**config.mk**
```make
export PLATFORM = sky130hd
export DESIGN_NAME = mscb_sqrt
export DESIGN_NICKNAME = d
export VERILOG_FILES = /design/src/hdl/mscb_pkg.sv /design/src/hdl/mscb_sqrt.sv
export SDC_FILE = /design/constraint.sdc
export NUM_CORES = 1
export LEC_CHECK = 0
export ABC_AREA = 1
export BUFFER_PORTS_ARGS = -buffer_cell sky130_fd_sc_hd__clkbuf_2
export CAP_MARGIN = 10
export CORE_MARGIN = 2
export CORE_UTILIZATION = 54
export CTS_CLUSTER_DIAMETER = 40
export DETAILED_ROUTE_END_ITERATION = 10
export PLACE_DENSITY_LB_ADDON = 0.12
export SYNTH_ARGS = -nofsm -noshare
export SYNTH_HDL_FRONTEND = slang
export SYNTH_SLANG_ARGS = --single-unit
```
**constraint.sdc**
```tcl
create_clock -name clk -period 2.43 [get_ports clk]
set_clock_uncertainty 0.2 [all_clocks]
set_input_delay 0.6075 -clock clk [delete_from_list [all_inputs] [get_ports clk]]
set_output_delay 0.6075 -clock clk [all_outputs]
set_load 0.01 [all_outputs]
```
**src/hdl/mscb_pkg.sv**
```systemverilog
// ----------------------------------------------------------------------------
// mscb_pkg
// Shared widths, constants, word types and angle helpers of the binner.
// ----------------------------------------------------------------------------
package mscb_pkg;

    localparam int SAMPLE_BITS   = 16;
    localparam int COUNT_BITS    = 16;
    localparam int SUM_BITS      = 32;
    localparam int ANGLE_BITS    = 16;

    localparam int REGION_BITS   = 7;
    localparam int REGIONS       = 100;
    localparam int FEED_BITS     = 24;
    localparam int BIAS_BITS     = 10;
    localparam int COVER_BITS    = 7;
    localparam logic [BIAS_BITS-1:0] BIAS_RESET = 10'd100;

    // derived datapath widths
    localparam int PRE_SHIFT     = 30 - SAMPLE_BITS;
    localparam int D_BITS        = SAMPLE_BITS + 1;
    localparam int SQ_BITS       = 2 * SAMPLE_BITS;
    localparam int Q_BITS        = SQ_BITS + 1;
    localparam int ROOT_STEPS    = (Q_BITS + 2 * PRE_SHIFT + 1) / 2;
    localparam int ROOT_BITS     = ROOT_STEPS;
    localparam int RAD_BITS      = 2 * ROOT_STEPS;
    localparam int REM_BITS      = ROOT_BITS + 3;
    localparam int ROOT_CNT_BITS = $clog2(ROOT_STEPS);
    localparam int CORDIC_BITS   = D_BITS + PRE_SHIFT + 5;
    localparam int STEP_BITS     = $clog2(ANGLE_BITS);

    // action codes
    localparam logic ACT_FEED = 1'b0;
    localparam logic ACT_READ = 1'b1;

    // first region of each band
    localparam logic [REGION_BITS-1:0] REG_ARCTIC    = 7'd0;
    localparam logic [REGION_BITS-1:0] REG_NTEMP     = 7'd1;
    localparam logic [REGION_BITS-1:0] REG_NTROP     = 7'd16;
    localparam logic [REGION_BITS-1:0] REG_STROP     = 7'd50;
    localparam logic [REGION_BITS-1:0] REG_STEMP     = 7'd84;
    localparam logic [REGION_BITS-1:0] REG_ANTARCTIC = 7'd99;

    // angles, full turn = 2^32
    localparam logic [31:0] HALF_TURN  = 32'h8000_0000;
    localparam logic [31:0] ROUND_HALF = 32'd1 << (31 - ANGLE_BITS);
    localparam logic [31:0] CAP_TURN   = 32'd936798868;
    localparam logic [31:0] BAND_TURN  = 32'd511142770;

    // round a 32-bit turn value to the working angle width, modulo one turn
    function automatic logic [ANGLE_BITS-1:0] to_angle(input logic [31:0] turn);
        logic [31:0] t;
        t = turn + ROUND_HALF;
        return t[31 -: ANGLE_BITS];
    endfunction

    localparam logic signed [ANGLE_BITS-1:0] CAP_ANGLE  = $signed(to_angle(CAP_TURN));
    localparam logic signed [ANGLE_BITS-1:0] BAND_ANGLE = $signed(to_angle(BAND_TURN));

    // atan(2^-i) in 2^32-per-turn units
    function automatic logic [31:0] atan_step(input logic [4:0] i);
        logic [31:0] v;
        case (i)
            5'd0:    v = 32'h20000000;
            5'd1:    v = 32'h12E4051E;
            5'd2:    v = 32'h09FB385B;
            5'd3:    v = 32'h051111D4;
            5'd4:    v = 32'h028B0D43;
            5'd5:    v = 32'h0145D7E1;
            5'd6:    v = 32'h00A2F61E;
            5'd7:    v = 32'h00517C55;
            5'd8:    v = 32'h0028BE53;
            5'd9:    v = 32'h00145F2F;
            5'd10:   v = 32'h000A2F98;
            5'd11:   v = 32'h000517CC;
            5'd12:   v = 32'h00028BE6;
            5'd13:   v = 32'h000145F3;
            5'd14:   v = 32'h0000A2FA;
            5'd15:   v = 32'h0000517D;
            5'd16:   v = 32'h000028BE;
            5'd17:   v = 32'h0000145F;
            5'd18:   v = 32'h00000A30;
            5'd19:   v = 32'h00000518;
            5'd20:   v = 32'h0000028C;
            5'd21:   v = 32'h00000146;
            5'd22:   v = 32'h000000A3;
            5'd23:   v = 32'h00000051;
            default: v = 32'h0;
        endcase
        return v;
    endfunction

    typedef struct packed {
        logic                          action;
        logic signed [SAMPLE_BITS-1:0] sample_x;
        logic signed [SAMPLE_BITS-1:0] sample_y;
        logic signed [SAMPLE_BITS-1:0] sample_z;
        logic [REGION_BITS-1:0]        region_pick;
    } in_word_t;

    typedef struct packed {
        logic [REGION_BITS-1:0]     region;
        logic                       binned;
        logic [COUNT_BITS-1:0]      region_samples;
        logic signed [SUM_BITS-1:0] sum_x;
        logic signed [SUM_BITS-1:0] sum_y;
        logic signed [SUM_BITS-1:0] sum_z;
        logic [COVER_BITS-1:0]      coverage;
        logic [FEED_BITS-1:0]       readings_taken;
        logic                       bias_ready;
    } out_word_t;

    typedef struct packed {
        logic [COUNT_BITS-1:0] hits;
        logic [SUM_BITS-1:0]   sx;
        logic [SUM_BITS-1:0]   sy;
        logic [SUM_BITS-1:0]   sz;
    } entry_t;

    typedef struct packed {
        logic                   rd;
        logic                   wr;
        logic [REGION_BITS-1:0] addr;
    } mem_cmd_t;

    typedef enum logic [3:0] {
        ST_IDLE,
        ST_PREP,
        ST_SQR,
        ST_ROOT,
        ST_WAIT_LON,
        ST_WAIT_LAT,
        ST_CLASS,
        ST_MRD,
        ST_MUPD,
        ST_RDATA,
        ST_OUT
    } state_t;

endpackage

```
**src/hdl/mscb_sqrt.sv**
```systemverilog
// ----------------------------------------------------------------------------
// mscb_sqrt
// Restoring integer square root of (q << 2*PRE_SHIFT), one root bit a cycle.
// ----------------------------------------------------------------------------
module mscb_sqrt (
    input  logic                           clk,
    input  logic                           rst_n,
    input  logic                           start,
    input  logic [mscb_pkg::Q_BITS-1:0]    operand,
    output logic                           busy,
    output logic [mscb_pkg::ROOT_BITS-1:0] root
);

    logic [mscb_pkg::RAD_BITS-1:0]      rad_reg;
    logic [mscb_pkg::REM_BITS-1:0]      rem_reg;
    logic [mscb_pkg::ROOT_BITS-1:0]     root_reg;
    logic [mscb_pkg::ROOT_CNT_BITS-1:0] cnt_reg;
    logic                               busy_reg;

    logic [mscb_pkg::REM_BITS-1:0] rem_sh;
    logic [mscb_pkg::REM_BITS-1:0] trial;
    logic                          fits;

    // trial subtract for the next root bit
    always_comb
    begin
        rem_sh = {rem_reg[mscb_pkg::REM_BITS-3:0], rad_reg[mscb_pkg::RAD_BITS-1 -: 2]};
        trial  = {1'b0, root_reg, 2'b01};
        fits   = (rem_sh >= trial);
    end

    // control
    always_ff @(posedge clk or negedge rst_n)
    begin
        if (!rst_n)
        begin
            busy_reg <= 1'b0;
            cnt_reg  <= '0;
        end
        else if (start)
        begin
            busy_reg <= 1'b1;
            cnt_reg  <= '0;
        end
        else if (busy_reg)
        begin
            cnt_reg <= cnt_reg + 1'b1;
            if (cnt_reg == mscb_pkg::ROOT_CNT_BITS'(mscb_pkg::ROOT_STEPS - 1))
                busy_reg <= 1'b0;
        end
    end

    // datapath
    always_ff @(posedge clk)
    begin
        if (start)
        begin
            rad_reg  <= mscb_pkg::RAD_BITS'(operand) << (2 * mscb_pkg::PRE_SHIFT);
            rem_reg  <= '0;
            root_reg <= '0;
        end
        else if (busy_reg)
        begin
            rad_reg  <= rad_reg << 2;
            rem_reg  <= fits ? (rem_sh - trial) : rem_sh;
            root_reg <= {root_reg[mscb_pkg::ROOT_BITS-2:0], fits};
        end
    end

    assign busy = busy_reg;
    assign root = root_reg;

endmodule

```
==> out/qor.txt <==
Final count of pins violating max slew: 0
Worst slack at placement: 0.04633 ns
WP data arrival: 2.35 ns
Antenna violations before repair: 0
Library cell used as clock root buffer: sky130_fd_sc_hd__clkbuf_16
Slowest stage cell on the critical path: sky130_fd_sc_hd__ha_1
Endpoint of the worst setup timing path: rem_reg[21]
Commonest non-fill, non-tap cell in the layout: sky130_fd_sc_hd__nand2_1
Transition at the pin with the smallest max-transition slack: 0.3913 ns
Number of cells on the worst reg-to-reg path: 14
Total number of clock tree sinks: 103
Sum of routed wire length over all layers: 17560 um
FF-to-FF Start: root[4]
Final count of negative-setup-slack endpoints: 0
YS warnings: 0
Die height: 115.7 um
Critical path cell sequence: inv_1, ha_1, nand2_2, nor2_4, nand3_2, nand3b_4, nand2_1, nand2_2, nand2_4, nand2_8, buf_12, nand2_1, nand3_1, nand2_1
Leak: 4.285 nW
Nature of the critical path endpoint: register
Post-Synthesis Cell Area: 6735 um2
Number of diodes added for antenna fixing: 0
Clock latency on the worst-skew pair: 0.37 ns
Crit path kind: reg2reg
Core region area: 12110 um2
Maximum vdd ir drop: 505.2 uV
Terminus of the critical flop-to-flop path: rem_reg[21]
Placer Congestion: 0.9858
Pin count of the biggest net entering global routing: 37
Slowest Stage Delay on Critical Path: 0.36 ns
Pwr Total: 10.54 mW
CTS clock-pin slew for the worst setup and hold paths: 0.07 ns
Post-layout worst setup margin: 0.1404 ns
Number of distinct library cells after synthesis: 37
Share of layout cells above drive strength 1: 15.77%
Count of endpoints failing hold in the final timing report: 0
H-tree level count: 3
Total die area: 13380 um2
Max transition margin: 73.92%
Die width: 115.7 um
Number of rows created at floorplan: 40
Input/output buffers: 67
Global router's overall resource usage: 26.73%
Critical path's most frequent cell: sky130_fd_sc_hd__nand2_1
Remaining design rule violation count: 0
Residual antenna-violating net count after detailed routing: 0
Flops & latches, synth: 103
Critical Path Start: root[4]
Worst setup SP type: register
CP required: 2.49 ns
Top cells by area in the synthesized netlist: sky130_fd_sc_hd__nand2_1 25%, sky130_fd_sc_hd__dfxtp_1 19%, sky130_fd_sc_hd__edfxtp_1 15%
Ports: 68
Syn Inst Count: 1026
Post-synthesis cell type with the largest combined area: sky130_fd_sc_hd__nand2_1
Half-perimeter wire length after detailed placement: 13210 um
R2r setup slk: 0.14 ns
Count of max-cap constraint violations: 0
Post-layout instance count excluding filler cells: 1284
Post-route minimum period: 2.290 ns
Total congestion overflow after global routing: 0
Routed WL per cell: 13.67 um
Vias per cell: 4.967
Maximum clock frequency: 436.8 MHz
Wire length of the first global-routing pass: 28110 um
Status: complete, no violations
CTS buffer count: 9
Max reg flops: 34
Fraction of synthesized cell area taken by the top area cell type: 25.41%
Commonest non-fill, non-tap cells in the layout: 446 x sky130_fd_sc_hd__nand2_1, 164 x sky130_fd_sc_hd__inv_1, 67 x sky130_fd_sc_hd__clkbuf_2
Effective utilization at floorplan: 55.61%
Number of nets in the final layout: 1182
Total placed cells including tap cells: 1266
Layout Area Growth over Synthesis: 19.75%
Min-delay worst type: reg2reg
Number of optimization iterations in the first detailed-route pass: 5
Power density over cell area: 1306 nW/um2
Vias after detailed routing: 6377
Portion of the post-synthesis area used by sequential elements: 35.97%
Maximum clock path buffer count: 2
Synthesized area per cell: 6.565 um2
Number of global-route vias before repair: 5945
Critical path fanouts, max: 17
Initial detailed-routing violation count: 428
Clock tree from TritonCTS: built
Part of the cycle the worst path needs: 94.22%
Post-synthesis net count: 1097
## synth_stat cells
master and instances:
sky130_fd_sc_hd__dfrtp_1 6, sky130_fd_sc_hd__nor2_2 2, sky130_fd_sc_hd__xnor2_1 9, sky130_fd_sc_hd__nor2_8 1
sky130_fd_sc_hd__clkbuf_1 11, sky130_fd_sc_hd__xor2_1 5, sky130_fd_sc_hd__o21bai_1 1, sky130_fd_sc_hd__o22ai_1 30
sky130_fd_sc_hd__clkinv_1 2, sky130_fd_sc_hd__nor4_4 1, sky130_fd_sc_hd__nand2_2 3, sky130_fd_sc_hd__buf_1 5
sky130_fd_sc_hd__buf_8 1, sky130_fd_sc_hd__a211o_1 1, sky130_fd_sc_hd__nor3_1 4, sky130_fd_sc_hd__nor2_1 46
sky130_fd_sc_hd__nand2_1 456, sky130_fd_sc_hd__nand2_8 1, sky130_fd_sc_hd__ha_1 35, sky130_fd_sc_hd__o21ai_0 14
sky130_fd_sc_hd__buf_6 2, sky130_fd_sc_hd__o21ai_1 1, sky130_fd_sc_hd__nand3_1 57, sky130_fd_sc_hd__nand3b_4 1
sky130_fd_sc_hd__edfxtp_1 33, sky130_fd_sc_hd__buf_4 2, sky130_fd_sc_hd__and2_1 2, sky130_fd_sc_hd__buf_2 5
sky130_fd_sc_hd__nand2_4 1, sky130_fd_sc_hd__nand4_1 5, sky130_fd_sc_hd__nor2_4 1, sky130_fd_sc_hd__a21oi_1 20
sky130_fd_sc_hd__and3_1 1, sky130_fd_sc_hd__nand3b_1 27, sky130_fd_sc_hd__nand3_2 2, sky130_fd_sc_hd__dfxtp_1 64
sky130_fd_sc_hd__inv_1 168
## power by group
group          switching, mW  internal, mW
registers              0.252          2.09
logic                   4.14          2.64
clock network          0.708         0.704
## worst min path at each step
stage	start	endpoint	cells after the start
after floorplan	rst_n	busy	0
after global placement	rst_n	cnt_reg[4]	1
after detailed placement	rem_reg[30]	rem_reg[30]	2
after CTS	rem_reg[30]	rem_reg[30]	2
after global routing	rem_reg[28]	rem_reg[28]	2
final	rem_reg[30]	rem_reg[30]	2
## timing repair
action / in CTS / in global routing
gates resized for setup: 0 / 57
setup buffers: 0 / 1
hold endpoints to repair: 6 / 0
setup endpoints to repair: 0 / 33
hold buffers: 1 / 0
## worst max-delay path: cells and delay by family (launching register included)
kind / cells / cell delay [ns]
simple gates: 11 / 1.07
fa+ha+maj: 1 / 0.36
flops: 1 / 0.33
buf+inv: 2 / 0.22
## area by class of cell
cell class | count | area, um2
Fill cell | 1166 | 4046
Timing Repair Buffer | 100 | 650.6
Sequential cell | 103 | 2422
Multi-Input combinational cell | 727 | 3870
Clock inverter | 6 | 45.04
Clock buffer | 10 | 229.0
Tap cell | 168 | 210.2
Inverter | 170 | 638.1
## kinds of logic (layout without fill, tap and decap cells)
logic type                 Yosys count  count (layout)  share of synthesized area, %
adders and majority gates           35              35                         6.502
buffers and inverters              196             286                         11.52
xor gates and xnor gates            14              14                         1.821
DFF                                103             103                         35.97
and+or+nand+nor                    611             611                         38.57
AOI/OAI and AO/OA                   67              67                         5.629
## per-stage QoR
step	instance area (um2)	setup TNS, ns	utilization (%)	hold slack, ns
2_1_floorplan	6743	0	-	0.1119
3_3_place_gp	7428	0	61.33	0.2419
3_5_place_dp	7428	0	61.33	0.2448
4_1_cts	7712	0	63.68	0.2596
5_1_grt	8065	-0.007886	66.59	0.2897
6_report	8065	0	66.59	0.2587
## metal layers
| layer | wire length, um | track usage (%) | up-vias |
|---|---|---|---|
| li1 | - | - | 3358 |
| met1 | 7967 | 34.89 | 2856 |
| met2 | 8409 | 44.95 | 141 |
| met3 | 844 | 5.126 | 22 |
| met4 | 335 | 8.492 | 0 |
| met5 | 0 | 0 | - |
No activity file was read; power rests on OpenSTA's default activity.
