==> config.mk <==
export PLATFORM = sky130hd
export DESIGN_NAME = mscb_cordic
export DESIGN_NICKNAME = d
export VERILOG_FILES = /design/src/hdl/mscb_pkg.sv /design/src/hdl/mscb_cordic.sv
export SDC_FILE = /design/constraint.sdc
export NUM_CORES = 1
export LEC_CHECK = 0
export ABC_AREA = 1
export BUFFER_PORTS_ARGS = -buffer_cell sky130_fd_sc_hd__buf_2
export CORE_ASPECT_RATIO = 1.75
export CORE_MARGIN = 2
export CORE_UTILIZATION = 60
export CTS_CLUSTER_SIZE = 24
export DETAILED_ROUTE_END_ITERATION = 6
export PLACE_DENSITY = 0.79
export SYNTH_ARGS = -nofsm -noshare
export SYNTH_HDL_FRONTEND = slang
export SYNTH_SLANG_ARGS = --single-unit
export TNS_END_PERCENT = 5
==> constraint.sdc <==
create_clock -name clk -period 9.55 [get_ports clk]
set_input_delay 2.865 -clock clk [delete_from_list [all_inputs] [get_ports clk]]
set_output_delay 2.865 -clock clk [all_outputs]
set_load 0.02 [all_outputs]
==> src/hdl/mscb_pkg.sv <==
// ----------------------------------------------------------------------------
// mscb_pkg
// Shared widths, constants, word types and angle helpers of the binner.
// ----------------------------------------------------------------------------
package mscb_pkg;

    localparam int SAMPLE_BITS   = 16;
    localparam int COUNT_BITS    = 16;
    localparam int SUM_BITS      = 32;
    localparam int ANGLE_BITS    = 16;

    localparam int REGION_BITS   = 7;
    localparam int REGIONS       = 100;
    localparam int FEED_BITS     = 24;
    localparam int BIAS_BITS     = 10;
    localparam int COVER_BITS    = 7;
    localparam logic [BIAS_BITS-1:0] BIAS_RESET = 10'd100;

    // derived datapath widths
    localparam int PRE_SHIFT     = 30 - SAMPLE_BITS;
    localparam int D_BITS        = SAMPLE_BITS + 1;
    localparam int SQ_BITS       = 2 * SAMPLE_BITS;
    localparam int Q_BITS        = SQ_BITS + 1;
    localparam int ROOT_STEPS    = (Q_BITS + 2 * PRE_SHIFT + 1) / 2;
    localparam int ROOT_BITS     = ROOT_STEPS;
    localparam int RAD_BITS      = 2 * ROOT_STEPS;
    localparam int REM_BITS      = ROOT_BITS + 3;
    localparam int ROOT_CNT_BITS = $clog2(ROOT_STEPS);
    localparam int CORDIC_BITS   = D_BITS + PRE_SHIFT + 5;
    localparam int STEP_BITS     = $clog2(ANGLE_BITS);

    // action codes
    localparam logic ACT_FEED = 1'b0;
    localparam logic ACT_READ = 1'b1;

    // first region of each band
    localparam logic [REGION_BITS-1:0] REG_ARCTIC    = 7'd0;
    localparam logic [REGION_BITS-1:0] REG_NTEMP     = 7'd1;
    localparam logic [REGION_BITS-1:0] REG_NTROP     = 7'd16;
    localparam logic [REGION_BITS-1:0] REG_STROP     = 7'd50;
    localparam logic [REGION_BITS-1:0] REG_STEMP     = 7'd84;
    localparam logic [REGION_BITS-1:0] REG_ANTARCTIC = 7'd99;

    // angles, full turn = 2^32
    localparam logic [31:0] HALF_TURN  = 32'h8000_0000;
    localparam logic [31:0] ROUND_HALF = 32'd1 << (31 - ANGLE_BITS);
    localparam logic [31:0] CAP_TURN   = 32'd936798868;
    localparam logic [31:0] BAND_TURN  = 32'd511142770;

    // round a 32-bit turn value to the working angle width, modulo one turn
    function automatic logic [ANGLE_BITS-1:0] to_angle(input logic [31:0] turn);
        logic [31:0] t;
        t = turn + ROUND_HALF;
        return t[31 -: ANGLE_BITS];
    endfunction

    localparam logic signed [ANGLE_BITS-1:0] CAP_ANGLE  = $signed(to_angle(CAP_TURN));
    localparam logic signed [ANGLE_BITS-1:0] BAND_ANGLE = $signed(to_angle(BAND_TURN));

    // atan(2^-i) in 2^32-per-turn units
    function automatic logic [31:0] atan_step(input logic [4:0] i);
        logic [31:0] v;
        case (i)
            5'd0:    v = 32'h20000000;
            5'd1:    v = 32'h12E4051E;
            5'd2:    v = 32'h09FB385B;
            5'd3:    v = 32'h051111D4;
            5'd4:    v = 32'h028B0D43;
            5'd5:    v = 32'h0145D7E1;
            5'd6:    v = 32'h00A2F61E;
            5'd7:    v = 32'h00517C55;
            5'd8:    v = 32'h0028BE53;
            5'd9:    v = 32'h00145F2F;
            5'd10:   v = 32'h000A2F98;
            5'd11:   v = 32'h000517CC;
            5'd12:   v = 32'h00028BE6;
            5'd13:   v = 32'h000145F3;
            5'd14:   v = 32'h0000A2FA;
            5'd15:   v = 32'h0000517D;
            5'd16:   v = 32'h000028BE;
            5'd17:   v = 32'h0000145F;
            5'd18:   v = 32'h00000A30;
            5'd19:   v = 32'h00000518;
            5'd20:   v = 32'h0000028C;
            5'd21:   v = 32'h00000146;
            5'd22:   v = 32'h000000A3;
            5'd23:   v = 32'h00000051;
            default: v = 32'h0;
        endcase
        return v;
    endfunction

    typedef struct packed {
        logic                          action;
        logic signed [SAMPLE_BITS-1:0] sample_x;
        logic signed [SAMPLE_BITS-1:0] sample_y;
        logic signed [SAMPLE_BITS-1:0] sample_z;
        logic [REGION_BITS-1:0]        region_pick;
    } in_word_t;

    typedef struct packed {
        logic [REGION_BITS-1:0]     region;
        logic                       binned;
        logic [COUNT_BITS-1:0]      region_samples;
        logic signed [SUM_BITS-1:0] sum_x;
        logic signed [SUM_BITS-1:0] sum_y;
        logic signed [SUM_BITS-1:0] sum_z;
        logic [COVER_BITS-1:0]      coverage;
        logic [FEED_BITS-1:0]       readings_taken;
        logic                       bias_ready;
    } out_word_t;

    typedef struct packed {
        logic [COUNT_BITS-1:0] hits;
        logic [SUM_BITS-1:0]   sx;
        logic [SUM_BITS-1:0]   sy;
        logic [SUM_BITS-1:0]   sz;
    } entry_t;

    typedef struct packed {
        logic                   rd;
        logic                   wr;
        logic [REGION_BITS-1:0] addr;
    } mem_cmd_t;

    typedef enum logic [3:0] {
        ST_IDLE,
        ST_PREP,
        ST_SQR,
        ST_ROOT,
        ST_WAIT_LON,
        ST_WAIT_LAT,
        ST_CLASS,
        ST_MRD,
        ST_MUPD,
        ST_RDATA,
        ST_OUT
    } state_t;

endpackage

==> src/hdl/mscb_cordic.sv <==
// ----------------------------------------------------------------------------
// mscb_cordic
// Vectoring CORDIC, one micro-rotation a cycle; angle in 2^32-per-turn units.
// ----------------------------------------------------------------------------
module mscb_cordic (
    input  logic                                    clk,
    input  logic                                    rst_n,
    input  logic                                    start,
    input  logic signed [mscb_pkg::CORDIC_BITS-1:0] a_in,
    input  logic signed [mscb_pkg::CORDIC_BITS-1:0] b_in,
    output logic                                    busy,
    output logic [31:0]                             angle
);

    logic signed [mscb_pkg::CORDIC_BITS-1:0] a_reg;
    logic signed [mscb_pkg::CORDIC_BITS-1:0] b_reg;
    logic [31:0]                             acc_reg;
    logic [mscb_pkg::STEP_BITS-1:0]          step_reg;
    logic                                    busy_reg;

    logic signed [mscb_pkg::CORDIC_BITS-1:0] sa;
    logic signed [mscb_pkg::CORDIC_BITS-1:0] sb;
    logic [31:0]                             rot;
    logic                                    in_zero;

    always_comb
    begin
        sa      = a_reg >>> step_reg;
        sb      = b_reg >>> step_reg;
        rot     = mscb_pkg::atan_step(5'(step_reg));
        in_zero = (a_in == '0) && (b_in == '0);
    end

    // control: a zero vector gives angle zero with no iterations
    always_ff @(posedge clk or negedge rst_n)
    begin
        if (!rst_n)
        begin
            busy_reg <= 1'b0;
            step_reg <= '0;
        end
        else if (start)
        begin
            busy_reg <= !in_zero;
            step_reg <= '0;
        end
        else if (busy_reg)
        begin
            step_reg <= step_reg + 1'b1;
            if (step_reg == mscb_pkg::STEP_BITS'(mscb_pkg::ANGLE_BITS - 1))
                busy_reg <= 1'b0;
        end
    end

    // rotation datapath
    always_ff @(posedge clk)
    begin
        if (start)
        begin
            if (in_zero)
            begin
                acc_reg <= '0;
                a_reg   <= a_in;
                b_reg   <= b_in;
            end
            else if (a_in < 0)
            begin
                acc_reg <= mscb_pkg::HALF_TURN;
                a_reg   <= -a_in;
                b_reg   <= -b_in;
            end
            else
            begin
                acc_reg <= '0;
                a_reg   <= a_in;
                b_reg   <= b_in;
            end
        end
        else if (busy_reg)
        begin
            if (b_reg > 0)
            begin
                a_reg   <= a_reg + sb;
                b_reg   <= b_reg - sa;
                acc_reg <= acc_reg + rot;
            end
            else
            begin
                a_reg   <= a_reg - sb;
                b_reg   <= b_reg + sa;
                acc_reg <= acc_reg - rot;
            end
        end
    end

    assign busy  = busy_reg;
    assign angle = acc_reg;

endmodule

==> key figures <==
Detailed routing
  • WL/cell: a little under 20 µm
  • Routed metal-1 wirelength: approximately 25000 µm
  • First drt pass iteration count: 7
  • Wire length reported by the detailed router: 67200 µm
  • Via count: roughly 21000
  • Residual antenna-violating net count after detailed routing: 0
  • Total length of routed met3 wires: 4990 µm
  • Count of routing violations after the opening detailed-route iteration: roughly 2200
  • Highest metal layer with signal wires: met4
  • DRC violation count after routing: 2
  • Length of routed met2 wiring: ~31000 µm
  • Via-per-instance ratio: roughly 6.2

Critical path
  • Type of the worst setup path: reg2reg
  • Register-to-register setup slack: about 3100 ps
  • Cell depth of the worst flop-to-flop path: 27
  • Crit Path Max Fanout: 66
  • Reg-to-Reg Start: step_reg[1]$_DFFE_PN0P_
  • Arrival time at the worst endpoint: between 6000 and 7000 ps
  • R2r endpoint: angle[30]$_SDFFCE_PP0P_
  • Required time at the worst-slack endpoint: 9720 ps
  • Type of element capturing the critical path: register
  • Category of the worst setup path launch point: register

Floorplanning
  • Die Outline Area: 0.0315 mm²
  • Vertical extent of the die: about 230 µm
  • Core ar.: just under 0.03 mm²
  • Top-Level Pins: around 110
  • Overall die width: around 140 µm
  • Std cell rows: 84
  • Initial core utilization: 0.605

CTS
  • CTS tree: built
  • H-tree levels: 3
  • Root Buffer: sky130_fd_sc_hd__clkbuf_16
  • Clock insertion delay at the later pin of the skew report: 410 ps
  • Clock buffers created by TritonCTS: 9
  • Register clock-pin slew on the reported worst setup and hold paths: around 90 ps
  • Buffer levels on the longest clock path: 2
  • Post-CTS setup-driven buffer insertion count: 0
  • Number of instances resized during post-cts repair: 0
  • Sink count of the clock tree: approximately 110
  • CTS Hold Buffers Added: 0

Synth
  • Post-Syn Area: around 0.018 mm²
  • Count of synthesis-stage warnings from yosys: 0
  • Mean cell area of the mapped netlist: roughly 6 µm²
  • Post-Syn Instances: approximately 3000
  • Post-synth cell types: 60
  • Post-synthesis sequential area ratio: 0.180
  • Most instantiated flip-flop cell in the synthesis netlist: sky130_fd_sc_hd__edfxtp_1
  • Synthesized netlist net count: about 3200
  • EDFF count, synth: 104
  • Number of storage elements in the synthesis netlist: between 100 and 150
  • Share of flip-flops with an asynchronous set or reset after synthesis: 0.0459

Timing
  • Total count of hold-check failures in the final report: 0
  • Headroom to the max-slew limit: 0.311
  • Setup repair after global routing missed its margin: no
  • Fmax: around 0.15 GHz
  • Clock Skews: approximately 12 ps
  • Total setup violations reported at the end of the flow: 0
  • Setup total negative slack: 0 ps
  • Share of the cycle needed by the critical path after routing: 0.678
  • Post-route minimum period: about 6500 ps
  • Slew at the pin closest to its max-slew limit: approximately 1000 ps
  • Total count of max-transition violations in the final report: 0

Global route
  • Global-route wire length before repair: 103000 µm
  • Maximum number of pins on one net before global-route repair: between 70 and 80
  • Vias in the first global route: 19700
  • Antenna violations before repair: 0
  • Total overflow reported by the global router: 0
  • Global-route total usage across every layer: 0.422

Place
  • Buffers added on ports: roughly 110
  • Placed wire-length estimate after detailed placement: ~53000 µm
  • Weighted congestion at the end of routability-driven global placement: slightly above 1

Layout
  • Synthesis-to-layout area growth: 4.76%
  • Net count of the finished layout: approximately 3200
  • Share of layout cells above drive strength 1: 0.0766

Min path
  • Startpoint of the lowest-slack hold path: busy$_DFF_PN0_
  • Worst Hold Depth: 2
  • Path class of the lowest-slack min-delay path: reg2reg
  • Min-Delay Endpoint: step_reg[0]$_DFFE_PN0P_

Status
  • Violated checks: DRC
  • Result of the run: complete, but fails checks

Run
  • Reported max-cap violation count: 0
worst max-delay path by stage:
stage | from | endpoint | slack, ps | depth (start not counted)
after floorplan | start | a_reg[0]$_DFFE_PP_ | 4740 | 2
after global placement | step_reg[1]$_DFFE_PN0P_ | angle[30]$_SDFFCE_PP0P_ | 3320 | 27
after detailed placement | step_reg[1]$_DFFE_PN0P_ | angle[30]$_SDFFCE_PP0P_ | 3230 | 27
after CTS | step_reg[1]$_DFFE_PN0P_ | angle[30]$_SDFFCE_PP0P_ | 3210 | 27
after global routing | step_reg[1]$_DFFE_PN0P_ | angle[28]$_SDFFCE_PP0P_ | 2600 | 26
final | step_reg[1]$_DFFE_PN0P_ | angle[30]$_SDFFCE_PP0P_ | 3080 | 27
per-layer routing:
layer,vias up,global-route usage
met3,298,0.0690
li1,10300,-
met5,-,0
met2,1150,0.703
met1,9547,0.472
met4,0,0.336
worst max-delay path, cell delays in order (launching register included):
cell	delay, ps
sky130_fd_sc_hd__dfrtp_2	350
sky130_fd_sc_hd__buf_4	550
sky130_fd_sc_hd__clkinv_2	140
sky130_fd_sc_hd__buf_4	380
sky130_fd_sc_hd__nor2_2	470
sky130_fd_sc_hd__inv_1	160
sky130_fd_sc_hd__nand2_1	110
sky130_fd_sc_hd__o21ai_1	140
sky130_fd_sc_hd__inv_1	140
sky130_fd_sc_hd__ha_1	170
sky130_fd_sc_hd__nor3b_1	260
sky130_fd_sc_hd__nand2_1	120
sky130_fd_sc_hd__nor3_1	150
sky130_fd_sc_hd__inv_1	80
sky130_fd_sc_hd__o21ai_1	790
sky130_fd_sc_hd__xor2_1	290
sky130_fd_sc_hd__ha_1	440
sky130_fd_sc_hd__nand2_1	120
sky130_fd_sc_hd__nor2_1	50
sky130_fd_sc_hd__inv_1	130
sky130_fd_sc_hd__nor2_1	60
sky130_fd_sc_hd__nor2_1	180
sky130_fd_sc_hd__o31ai_1	100
sky130_fd_sc_hd__a31oi_1	470
sky130_fd_sc_hd__nand2b_1	200
sky130_fd_sc_hd__nand3_1	70
sky130_fd_sc_hd__nand2_1	60
sky130_fd_sc_hd__nor2_1	50
cells in the final DEF, fill, tap and decap left out, types with 26 or more instances in the layout:
cell,netlist,routed
sky130_fd_sc_hd__xor2_1,54,54
sky130_fd_sc_hd__nand3_1,356,356
sky130_fd_sc_hd__ha_1,111,111
sky130_fd_sc_hd__a21oi_1,225,225
sky130_fd_sc_hd__nor2_1,344,344
sky130_fd_sc_hd__xnor2_1,55,55
sky130_fd_sc_hd__nor3_1,44,44
sky130_fd_sc_hd__nand4_1,26,26
sky130_fd_sc_hd__o21ai_0,209,209
sky130_fd_sc_hd__nand2_1,794,794
sky130_fd_sc_hd__edfxtp_1,104,104
sky130_fd_sc_hd__buf_2,24,107
sky130_fd_sc_hd__inv_1,272,270
layout make-up:
| class | count | area (µm²) |
|---|---|---|
| multi-input cells | 2505 | 13100 |
| fillers | 2916 | 10900 |
| flip-flops and latches | 109 | 3260 |
| inverters | 277 | 1050 |
| repair buffers | 122 | 648 |
| well taps | 387 | 484 |
| clock buffers | 9 | 225 |
| clock inverters | 7 | 103 |
| diodes | 1 | 2.50 |
cell families (layout without fill, tap and decap cells):
| logic type | count (synthesis) | in the layout | synth area share |
|---|---|---|---|
| adder cells (fa/ha/maj) | 114 | 114 | 0.0803 |
| flip-flops | 109 | 109 | 0.180 |
| buffers and inverters | 388 | 415 | 0.0921 |
| AO/OA/AOI/OAI | 633 | 633 | 0.202 |
| AND/OR/NAND/NOR | 1645 | 1645 | 0.389 |
| XOR/XNOR | 113 | 113 | 0.0565 |
| other | 0 | 1 | 0 |
cells in the mapped netlist (20+ instances only):
cell type / n / area, µm²
sky130_fd_sc_hd__nand2_1: 794 / 2980
sky130_fd_sc_hd__a31oi_1: 24 / 150
sky130_fd_sc_hd__o211ai_1: 22 / 165
sky130_fd_sc_hd__xor2_1: 54 / 473
sky130_fd_sc_hd__o21ai_0: 209 / 1050
sky130_fd_sc_hd__nand4_1: 26 / 163
sky130_fd_sc_hd__ha_1: 111 / 1390
sky130_fd_sc_hd__buf_2: 24 / 120
sky130_fd_sc_hd__xnor2_1: 55 / 482
sky130_fd_sc_hd__nand3_1: 356 / 1780
sky130_fd_sc_hd__o21a_1: 20 / 150
sky130_fd_sc_hd__o21ai_1: 23 / 115
sky130_fd_sc_hd__edfxtp_1: 104 / 3120
sky130_fd_sc_hd__nor3_1: 44 / 220
sky130_fd_sc_hd__a21oi_1: 225 / 1130
sky130_fd_sc_hd__clkbuf_1: 47 / 176
sky130_fd_sc_hd__inv_1: 272 / 1020
sky130_fd_sc_hd__nor2_1: 344 / 1290
stage by stage:
step	instances	utilization	hold WS (ps)	cell area (µm²)	worst slack (ps)
final	3417	0.633	728	18900	3080
after global routing	3416	0.633	778	18900	2600
after CTS	3416	0.633	734	18900	3210
after detailed placement	3400	0.622	723	18600	3230
after global placement	3400	0.622	718	18600	3320
after floorplan	3002	-	674	18000	4740
Power is not shown: default switching activity piles up to over one toggle a cycle in this logic, so the estimate is an artifact.
